`config.mk`:
```
export PLATFORM = sky130hd
export DESIGN_NAME = wfrm_div
export DESIGN_NICKNAME = d
export VERILOG_FILES = /design/src/hw/rtl/wfrm_pkg.sv /design/src/hw/rtl/wfrm_div.sv
export SDC_FILE = /design/constraint.sdc
export NUM_CORES = 1
export LEC_CHECK = 0
export ABC_CLOCK_PERIOD_IN_PS = 3200
export BUFFER_PORTS_ARGS = -buffer_cell sky130_fd_sc_hd__buf_2
export CAP_MARGIN = 20
export CORE_MARGIN = 2
export CORE_UTILIZATION = 59
export CTS_BUF_LIST = sky130_fd_sc_hd__clkbuf_2
export DETAILED_ROUTE_END_ITERATION = 8
export GPL_ROUTABILITY_DRIVEN = 0
export PLACE_DENSITY_LB_ADDON = 0.1
export SYNTH_ARGS = -nofsm -noshare
export SYNTH_HDL_FRONTEND = slang
export SYNTH_SLANG_ARGS = --single-unit
```
`constraint.sdc`:
```
create_clock -name clk_i -period 3.2 [get_ports clk_i]
set_clock_uncertainty 0.1 [all_clocks]
set_input_delay 0.64 -clock clk_i [delete_from_list [all_inputs] [get_ports clk_i]]
set_output_delay 0.64 -clock clk_i [all_outputs]
set_load 0.05 [all_outputs]
```
`src/hw/rtl/wfrm_pkg.sv`:
```
// Shared constants and codes for the windowed frame rate meter.
`default_nettype none

package wfrm_pkg;

  // Window and datapath sizing
  localparam int WINDOW_DEPTH  = 256;
  localparam int DURATION_BITS = 32;
  localparam int IDX_W         = $clog2(WINDOW_DEPTH);
  localparam int CNT_W         = IDX_W + 1;
  localparam int SUM_W         = DURATION_BITS + IDX_W;
  localparam int TS_W          = 48;
  localparam int TPS_W         = 16;
  localparam int FRAC_W        = 16;
  localparam int RATE_W        = 34;
  localparam int NUM_W         = TPS_W + CNT_W + FRAC_W;
  localparam int MODE_W        = 2;

  // Stream word packing
  localparam int IN_DATA_W  = 48;
  localparam int OUT_DATA_W = 40;
  localparam int OUT_USER_W = 2;

  // Register port
  localparam int APB_ADDR_W = 3;
  localparam int APB_DATA_W = 32;
  localparam int REG_IDX_W  = APB_ADDR_W - 2;

  localparam logic [REG_IDX_W-1:0] REG_TPS   = 1'b0;
  localparam logic [TPS_W-1:0]     TPS_RESET = 16'd1000;

  // Event codes carried in tuser
  localparam logic [MODE_W-1:0] MODE_ENTER = 2'd0;
  localparam logic [MODE_W-1:0] MODE_LEAVE = 2'd1;
  localparam logic [MODE_W-1:0] MODE_QUERY = 2'd2;

  localparam logic [DURATION_BITS-1:0] DUR_MAX  = '1;
  localparam logic [RATE_W-1:0]        RATE_MAX = '1;

endpackage

`default_nettype wire

```
`src/hw/rtl/wfrm_div.sv`:
```
// Bit-serial restoring divider, one quotient bit per cycle.
`default_nettype none

module wfrm_div (
  input  logic                        clk_i,
  input  logic                        rst_ni,
  input  logic                        start_i,
  input  logic [wfrm_pkg::NUM_W-1:0]  num_i,
  input  logic [wfrm_pkg::SUM_W-1:0]  den_i,
  output logic                        done_o,
  output logic [wfrm_pkg::NUM_W-1:0]  quo_o
);
  import wfrm_pkg::*;

  localparam int STEP_W = $clog2(NUM_W + 1);

  logic              busy_q, busy_d;
  logic              done_q, done_d;
  logic [STEP_W-1:0] step_q, step_d;
  logic [SUM_W-1:0]  rem_q, rem_d;
  logic [SUM_W-1:0]  den_q, den_d;
  logic [NUM_W-1:0]  nq_q, nq_d;
  logic [SUM_W:0]    trial;
  logic [SUM_W:0]    diff;
  logic              fits;

  // One trial subtraction per cycle; numerator bits shift out at the top
  // while quotient bits shift in at the bottom of the same register.
  assign trial = {rem_q, nq_q[NUM_W-1]};
  assign diff  = trial - {1'b0, den_q};
  assign fits  = trial >= {1'b0, den_q};

  always_comb begin
    busy_d = busy_q;
    done_d = 1'b0;
    step_d = step_q;
    rem_d  = rem_q;
    den_d  = den_q;
    nq_d   = nq_q;
    if (start_i) begin
      busy_d = 1'b1;
      step_d = '0;
      rem_d  = '0;
      den_d  = den_i;
      nq_d   = num_i;
    end else if (busy_q) begin
      rem_d  = fits ? diff[SUM_W-1:0] : trial[SUM_W-1:0];
      nq_d   = {nq_q[NUM_W-2:0], fits};
      step_d = step_q + 1'b1;
      if (step_q == STEP_W'(NUM_W - 1)) begin
        busy_d = 1'b0;
        done_d = 1'b1;
      end
    end
  end

  always_ff @(posedge clk_i or negedge rst_ni) begin
    if (!rst_ni) begin
      busy_q <= 1'b0;
      done_q <= 1'b0;
      step_q <= '0;
    end else begin
      busy_q <= busy_d;
      done_q <= done_d;
      step_q <= step_d;
    end
  end

  always_ff @(posedge clk_i) begin
    rem_q <= rem_d;
    den_q <= den_d;
    nq_q  <= nq_d;
  end

  assign done_o = done_q;
  assign quo_o  = nq_q;

endmodule

`default_nettype wire

```
==> out/qor.csv <==
metric,value,unit
Relative slew margins,50.36,%
gr ovfl total,0,
Setup crit end kind,flip-flop,
WL/cell,16.31,um
Skew-Pair Late Insertion Delay,0.74,ns
initial antenna violation count,1,
Mapped Area,7701,um^2
Synth area leader,edfxtp_1,
Initial Util,60.78,%
Highest Clock Rate,0.3258,GHz
top-count cell post-synth,edfxtp_1,
Synth Instances,731,
worst endpoint required time,3.74,ns
Layout fillers,914,
largest net degree at the start of global routing,76,
TritonCTS buffer count,17,
Final Max Tran Viols,0,
Post-Syn Nets,858,
Post-DP HPWL,12.60,mm
fin nets,1039,
initial DRC count,346,
vias in the first global route,6292,
Rows,41,
Synth top cells by count,"edfxtp_1 (81), nor2_1 (65), inv_1 (54)",
Clock Path Buffers,2,
Seq. cell area,3435,um^2
fraction of registers with async set/reset,6.202,%
count of cell types in the netlist,76,
global-route wire length before repair,29.29,mm
Fin Setup TNS,0,ns
Pleak,4.066,nW
post-synthesis register bit count,129,
share of post-route cells with drive strength above 1,27.68,%
Power per Cell Area,734.6,nW/um^2
fin cells,1098,
main flop type after synthesis,edfxtp_1,
clock root buffer,clkbuf_2,
port bufs,125,
Max IR drop VDD,0.6906,mV
CP startpoint kind,flip-flop,
Post-synth EDFFs,81,
ANT nets after route,0,
clock sink count,129,
unrepaired setup endpoints after global routing,yes,
Worst-path clk slew,0.20,ns
area delta synth->final,21.71,%
final worst setup slack,0.1306,ns
syn_area_per_cell,10.54,um^2
Multi-input gate area,3979,um^2
Worst Tran Pin Value,0.7446,ns
total track usage,25.86,%
Vias/cell,5.718,
core area,12670,um^2
clock period minus worst slack,3.069,ns
WS Path Type,reg -> reg,
hold crit path type,in -> reg,
Die ar.,13980,um^2
Max Cap Viol,0,
CTS tree,done,
dominant cells by area after synthesis,"edfxtp_1 (32%), dfxtp_1 (10%), ha_1 (6.8%)",
DR pass1 iterations,5,
Hold Fails Final Rpt,0,
vias after detailed routing,6278,
sequential area share after synthesis,44.58,%
top cell type's share of synthesized area,31.58,%
Cells after DPL,1016,
CP arrival,3.61,ns
Remaining DRCs,0,
synth warn,0,
Detailed Route WL,17.91,mm
status,completed,
final setup vio count,0,
Die Ht,118.3,um
Worst Path Max Fanout,3,
pre-CTS setup slack,0.1007,ns
I/O pin count,126,
fin crit share,95.92,%
width of the chip,118.3,um
post-layout util,73.97,%
H-tree Lvls,4,
==> sequential cells by signal, summed over array words and instances, names as in the netlist <==
name / cells
quo_o: 41
busy_q: 1
rem_q: 40
step_q: 6
done_o: 1
den_q: 40
==> worst max-delay path: stages (launching register included) <==
cell       delay [ns]
edfxtp_1         0.39
inv_1            0.06
ha_2             0.20
fa_2             0.38
nor2b_4          0.17
o2111ai_4        0.15
a2111oi_4        0.37
nor4b_2          0.13
o21ai_1          0.18
a31oi_2          0.15
o21a_1           0.19
o211a_1          0.23
a2111oi_2        0.28
==> routing by layer <==
layer | GRT usage [%] | up-vias | wire [um] | share of wire (%)
li1 | - | 3075 | - | -
met4 | 8.358 | 0 | 244 | 1.4
met1 | 31.44 | 2995 | 7606 | 42
met3 | 7.529 | 22 | 1139 | 6.4
met2 | 44.08 | 186 | 8916 | 50
met5 | 0 | - | 0 | 0
==> repair_timing <==
action | in CTS | in global routing
buffers inserted | 0 | 3
hold endpoints to repair | 48 | 5
endpoints found under the setup margin | 0 | 31
hold buffers | 41 | 5
gates resized for setup | 0 | 15
==> final timing paths <==
check	startpoint	to	slack, ns	cells after the start
hold reg to reg	rem_q[22]	rem_q[22]	0.42	2
min in group asynchronous	rst_ni	step_q[3]	0.13	2
max in group asynchronous	rst_ni	step_q[2]	2.68	2
setup reg to reg	quo_o[40]	rem_q[38]	0.13	12
hold / removal	num_i[26]	quo_o[26]	0.09	2
setup / recovery	quo_o[40]	rem_q[38]	0.13	12
==> area by class of cell <==
cell class                 instances  area share (%)
inverter                          54           2.163
sequential                       129           36.64
timing repair buffer             194           13.72
clock buffer                      18          0.9612
tap                              172           2.296
antenna                            1         0.02670
multi-input combinational        516           42.45
clock inverter                    14           1.735
==> report_power, final <==
group          leakage, nW  switching (mW)  internal [mW]
Combinational         2.66            2.01           1.46
Clock                0.152           0.642          0.439
Sequential            1.26           0.234           2.09
==> layout by cell type, fill, tap and decap left out, drive strengths merged, types with 18 or more instances in the layout <==
cell         count
a211oi          35
a21o            18
a21oi           40
buf            148
clkbuf          18
dfxtp           40
dlygate4sd3     46
edfxtp          81
ha              42
inv             57
mux2            44
mux2i           33
nand2           43
nor2            65
o21ai           30
xnor2           21
==> per-stage QoR <==
stage                     power, mW  hold WS, ns  area (um^2)
after floorplan               4.901       0.2444         7715
after global placement        5.569       0.3839         8543
after detailed placement      5.655       0.3943         8543
after CTS                     6.781      0.04531         9206
after global routing          7.362  -0.00003753         9373
final                         6.886      0.08754         9373
==> cells by family after synthesis <==
kind of cell,after synthesis,share of synthesized area (%)
fa+ha+maj,43,7.084
xor+xnor,35,3.981
buf+inv,86,5.118
mux,77,10.72
flops,129,44.58
simple gates,185,12.02
compound gates,176,16.49
Note: power is estimated with default switching activity, not from simulation.
